[src/pic_pkg.sv]
// Shared types, constants and a helper function of the incremental PI controller.
`default_nettype none

package pic_pkg;

   // Fixed-point constants in Q16.16.
   localparam int unsigned ERR_W  = 33;
   localparam int unsigned FRAC_W = 16;
   localparam logic signed [31:0] DT_MAX_Q = 32'sd196608;
   localparam logic signed [32:0] ONE_Q    = 33'sd65536;

   // Multiplier and accumulator widths.
   localparam int unsigned MUL_A_W  = 32;
   localparam int unsigned MUL_B_W  = 17;
   localparam int unsigned MUL_P_W  = MUL_A_W + MUL_B_W;
   localparam int unsigned PROD_W   = MUL_P_W + FRAC_W;
   localparam int unsigned SHIFT_W  = PROD_W - FRAC_W;
   localparam int unsigned SUM_W    = 51;

   // Configuration register indexes.
   localparam int unsigned CSR_IDX_W = 3;
   typedef enum logic [CSR_IDX_W-1:0] {
      CSR_GAIN_P        = 3'd0,
      CSR_INTEGRAL_TIME = 3'd1,
      CSR_OUT_MAX       = 3'd2,
      CSR_OUT_MIN       = 3'd3,
      CSR_DEADBAND      = 3'd4
   } csr_index_type;

   // Input operation codes.
   localparam logic OP_STEP  = 1'b0;
   localparam logic OP_CLEAR = 1'b1;

   // Result of the serial divider, handed to the sequencer.
   typedef struct packed {
      logic              done;
      logic signed [31:0] ratio;
   } div_result_type;

   // Saturate a wide signed value into 32 bits.
   function automatic logic signed [31:0] sat32(input logic signed [SHIFT_W-1:0] v);
      logic signed [SHIFT_W-1:0] hi_lim;
      logic signed [SHIFT_W-1:0] lo_lim;
      hi_lim = SHIFT_W'(64'sh7FFF_FFFF);
      lo_lim = SHIFT_W'(-64'sh8000_0000);
      if (v > hi_lim) begin
         return 32'sh7FFF_FFFF;
      end else if (v < lo_lim) begin
         return 32'sh8000_0000;
      end
      return v[31:0];
   endfunction

endpackage

`default_nettype wire

[src/pic_if.sv]
// Handshake interfaces of the request and response channels.
`default_nettype none

interface pic_req_if;
   logic               valid;
   logic               ready;
   logic               op;
   logic signed [31:0] time_step;
   logic signed [31:0] setpoint;
   logic signed [31:0] measured;

   modport source (output valid, op, time_step, setpoint, measured, input ready);
   modport sink   (input valid, op, time_step, setpoint, measured, output ready);
endinterface

interface pic_rsp_if;
   logic               valid;
   logic               ready;
   logic signed [31:0] drive;

   modport source (output valid, drive, input ready);
   modport sink   (input valid, drive, output ready);
endinterface

`default_nettype wire

[src/incremental_pi_controller.sv]
// Top level of the velocity-form PI controller with a shared serial multiplier.
//
// Usage: request transactions carry op, time_step, setpoint and measured, all
// Q16.16. A clear transaction (op high) zeroes the stored error and drive and
// gives no response. A step with a time step of zero or above 3.0 is dropped
// with no response and no state change. Any other step gives one response
// transaction carrying the new clamped drive.
// Sequence: with a nonzero integral time an accepted step passes through the
// serial divider for dt / integral time, the factor state, three products on
// one 32 x 17 multiplier, each in high, low and end states, and the clamp
// state, which loads the response register. With integral time zero the
// divider and gain product are skipped; clear and dropped items finish in idle.
// Throughput: one item at a time; req ready is high only while the sequencer is
// idle. A result waiting in the response register does not block the next item;
// if the receiver stalls, a finished step holds in its clamp state until the
// register is free. Reset: synchronous, active high; registers go to their
// default values and the stored error and drive go to zero. Configuration
// writes take effect at once; the user must make them only while the block is
// idle, as the block itself does not enforce it.
`default_nettype none

module incremental_pi_controller (
   input  wire logic                              clock,
   input  wire logic                              reset,
   pic_req_if.sink                                req_ch,
   pic_rsp_if.source                              rsp_ch,
   input  wire logic                              csr_write_enable,
   input  wire logic [pic_pkg::CSR_IDX_W-1:0]     csr_index,
   input  wire logic [31:0]                       csr_write_data
);

   // Sequencer states.
   typedef enum logic [6:0] {
      ST_IDLE   = 7'b0000001,
      ST_DIV    = 7'b0000010,
      ST_FACTOR = 7'b0000100,
      ST_MUL_HI = 7'b0001000,
      ST_MUL_LO = 7'b0010000,
      ST_MUL_END = 7'b0100000,
      ST_CLAMP  = 7'b1000000
   } state_type;

   // Which product the shared multiplier is forming.
   typedef enum logic [1:0] {
      PROD_GAIN = 2'd0,
      PROD_ERR  = 2'd1,
      PROD_PREV = 2'd2
   } prod_type;

   state_type state_ff, state_in;
   prod_type  prod_ff, prod_in;

   // Configuration registers.
   logic signed [31:0] gain_p_ff, gain_p_in;
   logic [30:0]        integral_time_ff, integral_time_in;
   logic signed [31:0] out_max_ff, out_max_in;
   logic signed [31:0] out_min_ff, out_min_in;
   logic [30:0]        deadband_ff, deadband_in;

   // Controller state and working registers.
   logic signed [pic_pkg::ERR_W-1:0]   prev_err_ff, prev_err_in;
   logic signed [31:0]                 prev_drive_ff, prev_drive_in;
   logic signed [pic_pkg::ERR_W-1:0]   err_ff, err_in;
   logic signed [31:0]                 factor_ff, factor_in;
   logic signed [31:0]                 gain_a_ff, gain_a_in;
   logic signed [pic_pkg::PROD_W-1:0]  prod_acc_ff, prod_acc_in;
   logic signed [pic_pkg::SUM_W-1:0]   sum_ff, sum_in;
   logic                               inband_ff;
   logic                               rsp_valid_ff, rsp_valid_in;
   logic signed [31:0]                 drive_ff, drive_in;

   logic                               accept;
   logic                               step_ok;
   logic                               div_start;
   pic_pkg::div_result_type            div_res;
   logic signed [32:0]                 factor_sum;
   logic signed [pic_pkg::MUL_A_W-1:0] mul_a;
   logic signed [pic_pkg::ERR_W-1:0]   mul_b_full;
   logic signed [pic_pkg::MUL_B_W-1:0] mul_b;
   logic signed [pic_pkg::MUL_P_W-1:0] mul_p;
   logic signed [pic_pkg::SHIFT_W-1:0] prod_shift;
   logic [31:0]                        err_mag;
   logic signed [pic_pkg::SUM_W-1:0]   cand0;
   logic signed [pic_pkg::SUM_W-1:0]   cand1;
   logic signed [pic_pkg::SUM_W-1:0]   cand2;
   logic                               rsp_free;

   // Handshakes.
   assign req_ch.ready = (state_ff == ST_IDLE);
   assign accept       = req_ch.valid && req_ch.ready;
   assign step_ok      = (req_ch.time_step != 32'sd0) &&
                         (req_ch.time_step <= pic_pkg::DT_MAX_Q);
   assign div_start    = accept && (req_ch.op == pic_pkg::OP_STEP) && step_ok &&
                         (integral_time_ff != 31'd0);
   assign rsp_free     = !rsp_valid_ff || rsp_ch.ready;
   assign rsp_ch.valid = rsp_valid_ff;
   assign rsp_ch.drive = drive_ff;

   pic_div u_div (
      .clock         (clock),
      .reset         (reset),
      .start         (div_start),
      .time_step     (req_ch.time_step),
      .integral_time (integral_time_ff),
      .result        (div_res)
   );

   // Integral factor 1 + dt/ti; only positive overflow is possible.
   assign factor_sum = {div_res.ratio[31], div_res.ratio} + pic_pkg::ONE_Q;

   // Shared multiplier: the wide operand is split into a signed upper part and
   // an unsigned lower 16 bits, and the two partial products are accumulated.
   always_comb begin
      unique case (prod_ff)
         PROD_GAIN: begin
            mul_a      = gain_p_ff;
            mul_b_full = {factor_ff[31], factor_ff};
         end
         PROD_ERR: begin
            mul_a      = gain_a_ff;
            mul_b_full = err_ff;
         end
         PROD_PREV: begin
            mul_a      = gain_p_ff;
            mul_b_full = prev_err_ff;
         end
         default: begin
            mul_a      = gain_p_ff;
            mul_b_full = prev_err_ff;
         end
      endcase
      if (state_ff == ST_MUL_HI) begin
         mul_b = mul_b_full[pic_pkg::ERR_W-1:pic_pkg::FRAC_W];
      end else begin
         mul_b = {1'b0, mul_b_full[pic_pkg::FRAC_W-1:0]};
      end
   end

   assign mul_p      = mul_a * mul_b;
   assign prod_shift = prod_acc_ff[pic_pkg::PROD_W-1:pic_pkg::FRAC_W];

   // Error magnitude for the deadband test.
   assign err_mag = err_ff[32] ? 32'(-err_ff) : err_ff[31:0];

   // Deadband forces a zero candidate; the lower clamp is applied last.
   assign cand0 = inband_ff ? '0 : sum_ff;
   assign cand1 = (cand0 > pic_pkg::SUM_W'(out_max_ff)) ?
                  pic_pkg::SUM_W'(out_max_ff) : cand0;
   assign cand2 = (cand1 < pic_pkg::SUM_W'(out_min_ff)) ?
                  pic_pkg::SUM_W'(out_min_ff) : cand1;

   // Configuration writes.
   always_comb begin
      gain_p_in        = gain_p_ff;
      integral_time_in = integral_time_ff;
      out_max_in       = out_max_ff;
      out_min_in       = out_min_ff;
      deadband_in      = deadband_ff;
      if (csr_write_enable) begin
         unique case (csr_index)
            pic_pkg::CSR_GAIN_P:        gain_p_in        = csr_write_data;
            pic_pkg::CSR_INTEGRAL_TIME: integral_time_in = csr_write_data[30:0];
            pic_pkg::CSR_OUT_MAX:       out_max_in       = csr_write_data;
            pic_pkg::CSR_OUT_MIN:       out_min_in       = csr_write_data;
            pic_pkg::CSR_DEADBAND:      deadband_in      = csr_write_data[30:0];
            default: begin
            end
         endcase
      end
   end

   // Sequencer.
   always_comb begin
      state_in      = state_ff;
      prod_in       = prod_ff;
      prev_err_in   = prev_err_ff;
      prev_drive_in = prev_drive_ff;
      err_in        = err_ff;
      factor_in     = factor_ff;
      gain_a_in     = gain_a_ff;
      prod_acc_in   = prod_acc_ff;
      sum_in        = sum_ff;
      drive_in      = drive_ff;
      rsp_valid_in  = rsp_valid_ff && !rsp_ch.ready;
      unique case (state_ff)
         ST_IDLE: begin
            if (accept) begin
               if (req_ch.op == pic_pkg::OP_CLEAR) begin
                  prev_err_in   = '0;
                  prev_drive_in = '0;
               end else if (step_ok) begin
                  err_in = {req_ch.setpoint[31], req_ch.setpoint} -
                           {req_ch.measured[31], req_ch.measured};
                  if (integral_time_ff == 31'd0) begin
                     gain_a_in = gain_p_ff;
                     prod_in   = PROD_ERR;
                     state_in  = ST_MUL_HI;
                  end else begin
                     state_in = ST_DIV;
                  end
               end
            end
         end
         ST_DIV: begin
            if (div_res.done) begin
               factor_in = pic_pkg::sat32(pic_pkg::SHIFT_W'(factor_sum));
               state_in  = ST_FACTOR;
            end
         end
         ST_FACTOR: begin
            prod_in  = PROD_GAIN;
            state_in = ST_MUL_HI;
         end
         ST_MUL_HI: begin
            prod_acc_in = {mul_p, {pic_pkg::FRAC_W{1'b0}}};
            state_in    = ST_MUL_LO;
         end
         ST_MUL_LO: begin
            prod_acc_in = prod_acc_ff + pic_pkg::PROD_W'(mul_p);
            state_in    = ST_MUL_END;
         end
         ST_MUL_END: begin
            // Floor of the product over 2^16, used by the current term.
            unique case (prod_ff)
               PROD_GAIN: begin
                  gain_a_in = pic_pkg::sat32(prod_shift);
                  prod_in   = PROD_ERR;
                  state_in  = ST_MUL_HI;
               end
               PROD_ERR: begin
                  sum_in   = pic_pkg::SUM_W'(prev_drive_ff) + pic_pkg::SUM_W'(prod_shift);
                  prod_in  = PROD_PREV;
                  state_in = ST_MUL_HI;
               end
               default: begin
                  sum_in   = sum_ff - pic_pkg::SUM_W'(prod_shift);
                  state_in = ST_CLAMP;
               end
            endcase
         end
         ST_CLAMP: begin
            if (rsp_free) begin
               drive_in      = cand2[31:0];
               prev_drive_in = cand2[31:0];
               prev_err_in   = err_ff;
               rsp_valid_in  = 1'b1;
               state_in      = ST_IDLE;
            end
         end
         default: begin
            state_in = ST_IDLE;
         end
      endcase
   end

   always_ff @(posedge clock) begin
      if (reset) begin
         state_ff         <= ST_IDLE;
         prod_ff          <= PROD_GAIN;
         rsp_valid_ff     <= 1'b0;
         prev_err_ff      <= '0;
         prev_drive_ff    <= '0;
         gain_p_ff        <= 32'sd0;
         integral_time_ff <= 31'd0;
         out_max_ff       <= 32'sd65536;
         out_min_ff       <= -32'sd65536;
         deadband_ff      <= 31'd655;
      end else begin
         state_ff         <= state_in;
         prod_ff          <= prod_in;
         rsp_valid_ff     <= rsp_valid_in;
         prev_err_ff      <= prev_err_in;
         prev_drive_ff    <= prev_drive_in;
         gain_p_ff        <= gain_p_in;
         integral_time_ff <= integral_time_in;
         out_max_ff       <= out_max_in;
         out_min_ff       <= out_min_in;
         deadband_ff      <= deadband_in;
      end
      err_ff      <= err_in;
      factor_ff   <= factor_in;
      gain_a_ff   <= gain_a_in;
      prod_acc_ff <= prod_acc_in;
      sum_ff      <= sum_in;
      drive_ff    <= drive_in;
      inband_ff   <= ({1'b0, err_mag} < {2'b00, deadband_ff});
   end

endmodule

`default_nettype wire

[src/pic_div.sv]
// Radix-2 restoring divider forming the saturated ratio dt * 2^16 / integral time.
`default_nettype none

module pic_div (
   input  wire logic                      clock,
   input  wire logic                      reset,
   input  wire logic                      start,
   input  wire logic signed [31:0]        time_step,
   input  wire logic [30:0]               integral_time,
   output pic_pkg::div_result_type        result
);

   logic        busy_ff, busy_in;
   logic        fix_ff, fix_in;
   logic        done_ff, done_in;
   logic [4:0]  count_ff, count_in;
   logic [31:0] rem_ff, rem_in;
   logic [31:0] quot_ff, quot_in;
   logic        neg_ff, neg_in;
   logic        ovf_ff, ovf_in;
   logic signed [31:0] ratio_ff, ratio_in;

   logic [31:0] dt_abs;
   logic [31:0] rem_shift;
   logic [32:0] trial;
   logic        qbit;

   // Magnitude of the time step; the dividend is this value shifted up by 16 bits.
   assign dt_abs    = time_step[31] ? 32'(-time_step) : 32'(time_step);
   assign rem_shift = {rem_ff[30:0], quot_ff[31]};
   assign trial     = {1'b0, rem_shift} - {2'b00, integral_time};
   assign qbit      = ~trial[32];

   // One quotient bit per cycle; the quotient shifts into the dividend register.
   always_comb begin
      busy_in  = busy_ff;
      fix_in   = 1'b0;
      done_in  = 1'b0;
      count_in = count_ff;
      rem_in   = rem_ff;
      quot_in  = quot_ff;
      neg_in   = neg_ff;
      ovf_in   = ovf_ff;
      ratio_in = ratio_ff;
      if (start) begin
         busy_in  = 1'b1;
         count_in = 5'd31;
         rem_in   = {16'd0, dt_abs[31:16]};
         quot_in  = {dt_abs[15:0], 16'd0};
         neg_in   = time_step[31];
         // A quotient of 2^32 or more shows in the upper dividend half alone.
         ovf_in   = ({15'd0, dt_abs[31:16]} >= integral_time);
      end else if (busy_ff) begin
         rem_in   = qbit ? trial[31:0] : rem_shift;
         quot_in  = {quot_ff[30:0], qbit};
         count_in = count_ff - 5'd1;
         if (count_ff == 5'd0) begin
            busy_in = 1'b0;
            fix_in  = 1'b1;
         end
      end
      // Apply the sign and saturate to signed 32 bits.
      if (fix_ff) begin
         done_in = 1'b1;
         if (!neg_ff) begin
            ratio_in = (ovf_ff || quot_ff[31]) ? 32'sh7FFF_FFFF : quot_ff;
         end else if (ovf_ff || (quot_ff > 32'h8000_0000)) begin
            ratio_in = 32'sh8000_0000;
         end else begin
            ratio_in = -quot_ff;
         end
      end
   end

   always_ff @(posedge clock) begin
      if (reset) begin
         busy_ff <= 1'b0;
         fix_ff  <= 1'b0;
         done_ff <= 1'b0;
      end else begin
         busy_ff <= busy_in;
         fix_ff  <= fix_in;
         done_ff <= done_in;
      end
      count_ff <= count_in;
      rem_ff   <= rem_in;
      quot_ff  <= quot_in;
      neg_ff   <= neg_in;
      ovf_ff   <= ovf_in;
      ratio_ff <= ratio_in;
   end

   assign result.done  = done_ff;
   assign result.ratio = ratio_ff;

endmodule

`default_nettype wire

[src/flat_wrapper.sv]
// flat-port wrapper written by rule: the top's interface ports become plain ports
module incremental_pi_controller_flat 
  (clock, reset, csr_write_enable, csr_index, csr_write_data, req_ch_valid, req_ch_op, req_ch_time_step, req_ch_setpoint, req_ch_measured, req_ch_ready, rsp_ch_valid, rsp_ch_drive, rsp_ch_ready);
  pic_req_if req_ch_i ();
  pic_rsp_if rsp_ch_i ();
  input  wire logic clock;
  input  wire logic reset;
  input  wire logic csr_write_enable;
  input  wire logic [pic_pkg::CSR_IDX_W-1:0] csr_index;
  input  wire logic [31:0] csr_write_data;
  input wire logic [$bits(req_ch_i.valid)-1:0] req_ch_valid;
  input wire logic [$bits(req_ch_i.op)-1:0] req_ch_op;
  input wire logic [$bits(req_ch_i.time_step)-1:0] req_ch_time_step;
  input wire logic [$bits(req_ch_i.setpoint)-1:0] req_ch_setpoint;
  input wire logic [$bits(req_ch_i.measured)-1:0] req_ch_measured;
  output wire logic [$bits(req_ch_i.ready)-1:0] req_ch_ready;
  output wire logic [$bits(rsp_ch_i.valid)-1:0] rsp_ch_valid;
  output wire logic [$bits(rsp_ch_i.drive)-1:0] rsp_ch_drive;
  input wire logic [$bits(rsp_ch_i.ready)-1:0] rsp_ch_ready;
  assign req_ch_i.valid = req_ch_valid;
  assign req_ch_i.op = req_ch_op;
  assign req_ch_i.time_step = req_ch_time_step;
  assign req_ch_i.setpoint = req_ch_setpoint;
  assign req_ch_i.measured = req_ch_measured;
  assign req_ch_ready = req_ch_i.ready;
  assign rsp_ch_valid = rsp_ch_i.valid;
  assign rsp_ch_drive = rsp_ch_i.drive;
  assign rsp_ch_i.ready = rsp_ch_ready;
  incremental_pi_controller u_core (.clock(clock), .reset(reset), .req_ch(req_ch_i), .rsp_ch(rsp_ch_i), .csr_write_enable(csr_write_enable), .csr_index(csr_index), .csr_write_data(csr_write_data));
endmodule
[config.mk]
export PLATFORM = sky130hd
export DESIGN_NAME = incremental_pi_controller_flat
export DESIGN_NICKNAME = d
export VERILOG_FILES = /design/src/pic_pkg.sv /design/src/pic_if.sv /design/src/incremental_pi_controller.sv /design/src/pic_div.sv /design/src/flat_wrapper.sv
export SDC_FILE = /design/constraint.sdc
export NUM_CORES = 2
export LEC_CHECK = 0
export BUFFER_PORTS_ARGS = -buffer_cell sky130_fd_sc_hd__buf_2
export CORE_MARGIN = 5
export CORE_UTILIZATION = 25
export DETAILED_ROUTE_END_ITERATION = 7
export PLACE_DENSITY = 0.43
export SLEW_MARGIN = 20
export SYNTH_ARGS = -nofsm -noshare
export SYNTH_HDL_FRONTEND = slang
export SYNTH_SLANG_ARGS = --single-unit
[constraint.sdc]
create_clock -name clock -period 14.9 [get_ports clock]
set_clock_uncertainty 0.2 [all_clocks]
set_input_delay 2.98 -clock clock [delete_from_list [all_inputs] [get_ports clock]]
set_output_delay 2.98 -clock clock [all_outputs]
set_load 0.05 [all_outputs]
-- Word level (Yosys, flattened, before mapping)
Index checks and enable logic that the tools add are counted.
- reduce and logical (&&, ||, !) cells: 37
- shift-type cells: 0
- add/sub/neg operators: 10
- equal/unequal tests: 21
- $lt $le $gt $ge: 10
- bitwise operators: 4
- $mul: 1
- mux-type cells: 67
- divide/modulo/power cells: 0
- operators with widths (kind ; count):
    $mux 32 ; 23
    $pmux 33 s2 ; 2
    $pmux 65 s2 ; 1
    $pmux 32 s2 ; 2
    $mux 51 ; 2
    $pmux 51 s2 ; 1
    $mux 33 ; 3
    $neg 32->32 ; 3
    $add 65x49->65 ; 1
    $gt 51x32->1 ; 1
    $lt 51x32->1 ; 1
    $sub 51x49->51 ; 1
    $add 32x49->50 ; 1
    $gt 49x32->1 const B ; 1
    $lt 49x32->1 const B ; 1
    $mul 32x17->49 ; 1
    $pmux 7 s7 ; 1
    $mux 7 ; 6
    $add 32x18->33 const B ; 1
    $gt 33x32->1 const B ; 1
    $lt 33x32->1 const B ; 1
    $sub 32x31->33 ; 1
    $sub 32x32->33 ; 1
    $gt 32x32->1 const B ; 1
    44 further kinds ; 92
- latch bits: 0
- ROM bits: 0
- memories kept: 0
- bits in writable memories: 0
- input bits: 137
- flip-flop bits (word level): 584

-- Longest topological paths before layout
- word-level depth: 8
- mapped depth: 47

-- Modules after synthesis
A second synthesis with hierarchy kept.
- cell total of the unflattened synthesis: 6916
- area, all modules: 60176.5 um^2
- modules (own cells, without submodules) (module ; instances ; cells an instance ; area an instance (um^2) ; sequential area each (um^2)):
    incremental_pi_controller ; 1 ; 6053 ; 52560.4 ; 12041.5
    pic_div ; 1 ; 863 ; 7616.1 ; 2762.6

-- Worst setup path after synthesis
OpenSTA, ideal clock, no wires.
- path kind: flip-flop to flip-flop
- start: register u_core.state_ff[0]
- end: register u_core.prod_acc_ff[61] (netlist bit), data pin
- library setup time: 260 ps
- arrival time: 10726 ps
- cell stages (with the launch flop): 42
- period minus slack after synthesis: 11186 ps
- required time: 14440 ps
- path slack: 3714 ps
- cell sequence: dfxtp_1 -> or3_1 -> nor3_1 -> nand3b_1 -> clkbuf_1 -> buf_2 -> buf_2 -> buf_2 -> mux2i_1 -> a21o_1 -> clkbuf_1 -> nor2_1 -> fa_1 -> inv_1 -> fa_1 -> inv_1 -> fa_1 -> fa_1 -> (+6 left out) -> nor2b_1 -> o21ai_0 -> a21oi_1 -> a211o_1 -> o21ai_0 -> nand2_1 -> a41oi_1 -> o21ai_0 -> xnor2_1 -> ha_1 -> and4_1 -> a221oi_1 -> o31ai_1 -> a311oi_1 -> o31ai_1 -> a21oi_1 -> xnor2_1 -> mux2_2
- word-level cells in the longest chain between the ends: 5
- elaborated cells between the ends (all ways): 6
- those cells by class: 1 x add/sub; 1 x mul; 2 x eq/ne; 2 x mux
- ends and longest elaborated chain (item ; RTL line ; source):
    start, declared ; incremental_pi_controller.sv:50 ; state_type state_ff, state_in;
    start signal, assigned ; incremental_pi_controller.sv:269 ; state_ff <= state_in;
    $eq 7x4->1 ; incremental_pi_controller.sv:132, incremental_pi_controller.sv:185 ;
    $mux 17 ; incremental_pi_controller.sv:132 ; if (state_ff == ST_MUL_HI) begin
    $mul 32x17->49 ; incremental_pi_controller.sv:139 ; assign mul_p = mul_a * mul_b;
    $add 65x49->65 ; incremental_pi_controller.sv:219 ; prod_acc_in = prod_acc_ff + pic_pkg::PROD_W'(mul_p);
    $pmux 65 s2 * ; incremental_pi_controller.sv:185 ; unique case (state_ff)
    net u_core.prod_acc_in, one bit ; incremental_pi_controller.sv:66 ; logic signed [pic_pkg::PROD_W-1:0] prod_acc_ff, prod_acc_in;
    end signal, assigned ; incremental_pi_controller.sv:283 ; prod_acc_ff <= prod_acc_in;
    end, declared ; incremental_pi_controller.sv:66 ;
Mark *: on every way through the listed nets, which the timed path passes. The rest lies on a longest branch.
A chain may end at the register's enable or synchronous reset.

-- Worst setup path after layout
- start: register u_core.state_ff[0]
- end: register u_core.prod_acc_ff[62] (netlist bit), data pin
The elaborated chain is that of the path after synthesis.

==> out/results.txt <==
Using the TritonRoute via totals, the vias-per-cell ratio works out to 4.87. Synthesis handed over a netlist of 7046 instances. For the number of nets in the finished design, the log shows 8281.

The cell that appears most often on the critical path is sky130_fd_sc_hd__fa_1. The maximum single-stage delay on the critical path was 0.61 ns; the initial core utilization was 25.1%. The run gives 0 ns as the setup TNS after final layout. Standard cell with the maximum stage delay on the critical path: sky130_fd_sc_hd__a2111oi_0.

The filler cells instantiated in the layout total 25964. The headroom to the max-slew limit is 21.3%, and the final core utilization is 28.1%. Counting cells, the worst reg-to-reg path comes to 38. The cell sitting at the root of the clock tree is a sky130_fd_sc_hd__clkbuf_16. The final global-route overflow total was 0.

Entering global routing, the biggest net connects 97 pins. The die extent in y is 501 um, and the final critical-path required period is 12.76 ns. The clock tree synthesis step divided the H-tree into 3 levels.

The logs give 180 for the standard-cell row count and 50667 for the number of global-route vias before repair. The run gives 0 as the final-report hold violation count. Among all flip-flop cells after synthesis, the most frequent one is sky130_fd_sc_hd__edfxtp_1. For this run, the detailed router's first-pass iteration total came to 7.

The worst hold path belongs to the class reg2reg. The worst hold path passes through 2 cells. By count the netlist is led by 1142 x sky130_fd_sc_hd__nand2_1, 849 x sky130_fd_sc_hd__inv_1, 563 x sky130_fd_sc_hd__nor2_1. The critical path is of the reg2reg type.

Summing the areas of all fa, ha and maj instances in the mapped netlist gives 27.9% of the synthesized area. At the worst endpoint, the required time is 15.14 ns. For the pin with the worst max-slew slack, the measured transition is 1.15 ns. Setup violations remaining at the end of the flow were counted as 0. The element type at the critical path end is a flip-flop. The share of layout cells above drive strength 1 was 7.79%; the number of I/O port buffers was 170. The final cycle utilization of the critical path is 85.7%. Once the clock tree was built, the resizer swapped 0 gates to a different size. The worst setup slack for register-to-register paths was 2.14 ns. Max-cap violations in this run came to 0. The first routing iteration left 3492 violations. Synthesis produced a netlist with a net count of 8209. The post-synthesis area per instance is 8.55 um2, and the post-synthesis compound-gate area fraction is 15.8%. The run gives 171 as the count of pins on the block boundary.

The run gives 0.73 ns as the clock insertion delay at the later pin of the skew report. Summing every instance area after synthesis gives 60200 um2. In the synthesized netlist, mux cells make up 2.96% of the area. Summed over all nets, the half-perimeter wirelength after detailed placement is 174000 um.

The number of buffers inserted during clock tree synthesis is 79, and the die width is 501 um. The proportion of netlist area held by the largest area contributor came out at 17.5%. STA classifies the critical path startpoint as a flip-flop. The longest clock path from root to sink contains 3 buffers.

After detailed routing, the average wire length per cell comes to 21.0 um. For this run, the top clock speed supported by timing is 0.0783 GHz. Yosys attributes the largest share of cell area to sky130_fd_sc_hd__fa_1 17%, sky130_fd_sc_hd__edfxtp_1 16%, sky130_fd_sc_hd__ha_1 10%. The floorplan step defined a die boundary enclosing 251000 um2. The run gives 0 as the hold buffer count at CTS.

Number of antenna violations at the first check in global routing: 6. The number of warnings reported in the yosys synthesis log is 0, and the post-CTS setup buffer count is 0. The tools report the endpoint with the worst hold slack as u_core.deadband_ff[19]$_SDFFE_PP0P_. The number of pins exceeding their max-slew limit in the final report was 0; the post-synthesis simple-gate area fraction was 17.0%.

Global-route usage over all layers: 17.0%. The tree built by TritonCTS fans out to 584 sinks. Number of nets with antenna violations after routing: 0.

Most numerous cell in the Yosys netlist: sky130_fd_sc_hd__nand2_1. Setup repair after global routing left no endpoint under its margin. The logs give 0.884 for the routability congestion estimate from global placement and 50533 for the via total after detailed routing. By area, the combinational part of the netlist is dominated by adder cells. For the worst setup path, the data arrival time is 13.00 ns.

The startpoint identified for the worst register-to-register timing path is u_core.state_ff[0]$_SDFFE_PP1P_. Relative to the synthesized area, the layout overhead comes to 12.2%. The capturing point of the worst reg2reg path was u_core.prod_acc_ff[62]$_DFFE_PP_. The remaining routing DRC violations is 0. The number of flops mapped to enable cells by yosys is 311, and the post-synthesis async set-or-reset flop share is 0%. Along the worst path, the maximum fanout reaches 35. The clock edge transition at the registers on the reported setup and hold paths was 0.06 ns; the sequential fraction of the synthesis area was 24.6%. The top cell type by total area after synthesis was sky130_fd_sc_hd__fa_1. The unique cell type count in the Yosys netlist was 93; the wire length of the first global-routing pass was 326000 um.

TritonCTS built the clock tree. In this run the most critical hold path is launched from u_core.deadband_ff[19]$_SDFFE_PP0P_. For the core outline area, the log shows 240000 um2. The flow ran to the end, and the final reports show no timing, DRC or antenna violations. The routed design has 218000 um of wire. The register bit count reported by yosys came out at 584.

Summing the areas of all xor and xnor instances in the mapped netlist gives 4.67% of the synthesized area.
[worst max-delay path, delay by kind of cell, from the launching register on]
kind                     cells  cell delay (ns)
AO/OA/AOI/OAI               14             4.54
adder cells (fa/ha/maj)      8             3.85
AND/OR/NAND/NOR              6             1.26
buffers and inverters        6             1.00
multiplexers                 2             0.79
XOR/XNOR                     2             0.47
flip-flops                   1             0.33
[stage by stage]
step           worst slack, ns  cells  hold slack, ns  instance area (um2)
2_1_floorplan             3.71   7046           0.236                60200
3_3_place_gp              2.43  10221           0.247                64900
3_5_place_dp              2.21  10221           0.248                64900
4_1_cts                   2.09  10364           0.256                67500
5_1_grt                   1.48  10365           0.274                67600
6_report                  2.14  10367           0.254                67600
[registers in the layout (all words and copies together) (netlist names), 2 cells and up]
register	flops
u_core.deadband_ff	31
u_core.err_ff	33
u_core.factor_ff	32
u_core.gain_a_ff	32
u_core.gain_p_ff	32
u_core.integral_time_ff	31
u_core.out_max_ff	32
u_core.out_min_ff	32
u_core.prev_drive_ff	32
u_core.prev_err_ff	33
u_core.prod_acc_ff	65
u_core.prod_ff	2
u_core.rsp_ch.drive	32
u_core.state_ff	7
u_core.sum_ff	51
u_core.u_div.count_ff	5
u_core.u_div.quot_ff	32
u_core.u_div.ratio_ff	32
u_core.u_div.rem_ff	31
[how the worst max path moves through the flow]
stage                                                from                          endpoint  slack (ns)  depth (start not counted)
after floorplan           u_core.state_ff[0]$_SDFFE_PP1P_  u_core.prod_acc_ff[61]$_DFFE_PP_        3.71                         41
after global placement    u_core.state_ff[0]$_SDFFE_PP1P_  u_core.prod_acc_ff[62]$_DFFE_PP_        2.43                         38
after detailed placement  u_core.state_ff[0]$_SDFFE_PP1P_  u_core.prod_acc_ff[62]$_DFFE_PP_        2.21                         39
after CTS                 u_core.state_ff[0]$_SDFFE_PP1P_  u_core.prod_acc_ff[62]$_DFFE_PP_        2.09                         39
after global routing      u_core.state_ff[0]$_SDFFE_PP1P_  u_core.prod_acc_ff[62]$_DFFE_PP_        1.48                         36
final                     u_core.state_ff[0]$_SDFFE_PP1P_  u_core.prod_acc_ff[62]$_DFFE_PP_        2.14                         38
[cell type report]
cell class / instances / area (um2) / share of cell area [%]
clock buffers: 108 / 2250 / 3.33
multi-input cells: 5326 / 41300 / 61.2
repair buffers: 276 / 1670 / 2.46
clock inverters: 35 / 333 / 0.493
inverters: 851 / 3190 / 4.73
well taps: 3185 / 3990 / 5.90
flip-flops and latches: 584 / 14800 / 21.9
diodes: 2 / 5.00 / 0.00741
[cell usage in the layout (no fill, tap or decap), types with 19 or more instances in the layout]
| master | synthesis | final |
|---|---|---|
| sky130_fd_sc_hd__mux2_2 | 42 | 42 |
| sky130_fd_sc_hd__inv_1 | 849 | 849 |
| sky130_fd_sc_hd__xor2_1 | 118 | 118 |
| sky130_fd_sc_hd__ha_1 | 500 | 500 |
| sky130_fd_sc_hd__nand3_1 | 95 | 95 |
| sky130_fd_sc_hd__mux2i_1 | 95 | 88 |
| sky130_fd_sc_hd__nand4_1 | 67 | 67 |
| sky130_fd_sc_hd__o211ai_1 | 24 | 24 |
| sky130_fd_sc_hd__nand3b_1 | 35 | 35 |
| sky130_fd_sc_hd__nor2_1 | 563 | 559 |
| sky130_fd_sc_hd__dfxtp_1 | 273 | 270 |
| sky130_fd_sc_hd__and3_1 | 31 | 30 |
| sky130_fd_sc_hd__edfxtp_1 | 311 | 311 |
| sky130_fd_sc_hd__a21bo_2 | 19 | 19 |
| sky130_fd_sc_hd__a21o_1 | 168 | 168 |
| sky130_fd_sc_hd__a211oi_1 | 32 | 32 |
| sky130_fd_sc_hd__o21bai_1 | 45 | 45 |
| sky130_fd_sc_hd__or3_1 | 31 | 31 |
| sky130_fd_sc_hd__nor3_1 | 62 | 62 |
| sky130_fd_sc_hd__buf_4 | 0 | 104 |
| sky130_fd_sc_hd__a31oi_1 | 40 | 39 |
| sky130_fd_sc_hd__xnor2_1 | 201 | 200 |
| sky130_fd_sc_hd__nand2_1 | 1142 | 1140 |
| sky130_fd_sc_hd__nor2b_1 | 88 | 85 |
| sky130_fd_sc_hd__or2_2 | 18 | 19 |
| sky130_fd_sc_hd__o31ai_1 | 34 | 34 |
| sky130_fd_sc_hd__a21oi_1 | 465 | 455 |
| sky130_fd_sc_hd__o21a_1 | 60 | 60 |
| sky130_fd_sc_hd__nand2b_1 | 71 | 70 |
| sky130_fd_sc_hd__a22oi_1 | 68 | 68 |
| sky130_fd_sc_hd__and2_1 | 35 | 35 |
| sky130_fd_sc_hd__buf_2 | 12 | 169 |
| sky130_fd_sc_hd__clkbuf_16 | 0 | 83 |
| sky130_fd_sc_hd__nor4_1 | 28 | 28 |
| sky130_fd_sc_hd__o311ai_0 | 30 | 30 |
| sky130_fd_sc_hd__o21ai_0 | 361 | 360 |
| sky130_fd_sc_hd__fa_1 | 526 | 526 |
[per-layer routing]
metal	vias to the layer above	global-route usage (%)	share of wire, %
met3	209	2.09	4.5
met4	2	3.92	2.2
li1	23936	-	-
met1	25168	23.2	46
met2	1218	28.7	47
met5	-	0	0.0060
[kinds of logic after synthesis]
| kind of cell | count (synthesis) |
|---|---|
| simple gates | 2320 |
| buf+inv | 1136 |
| compound gates | 1507 |
| fa+ha+maj | 1026 |
| xor+xnor | 320 |
| flops | 584 |
| mux | 153 |
Power is not shown: default switching activity piles up to over one toggle a cycle in this logic, so the estimate is an artifact.
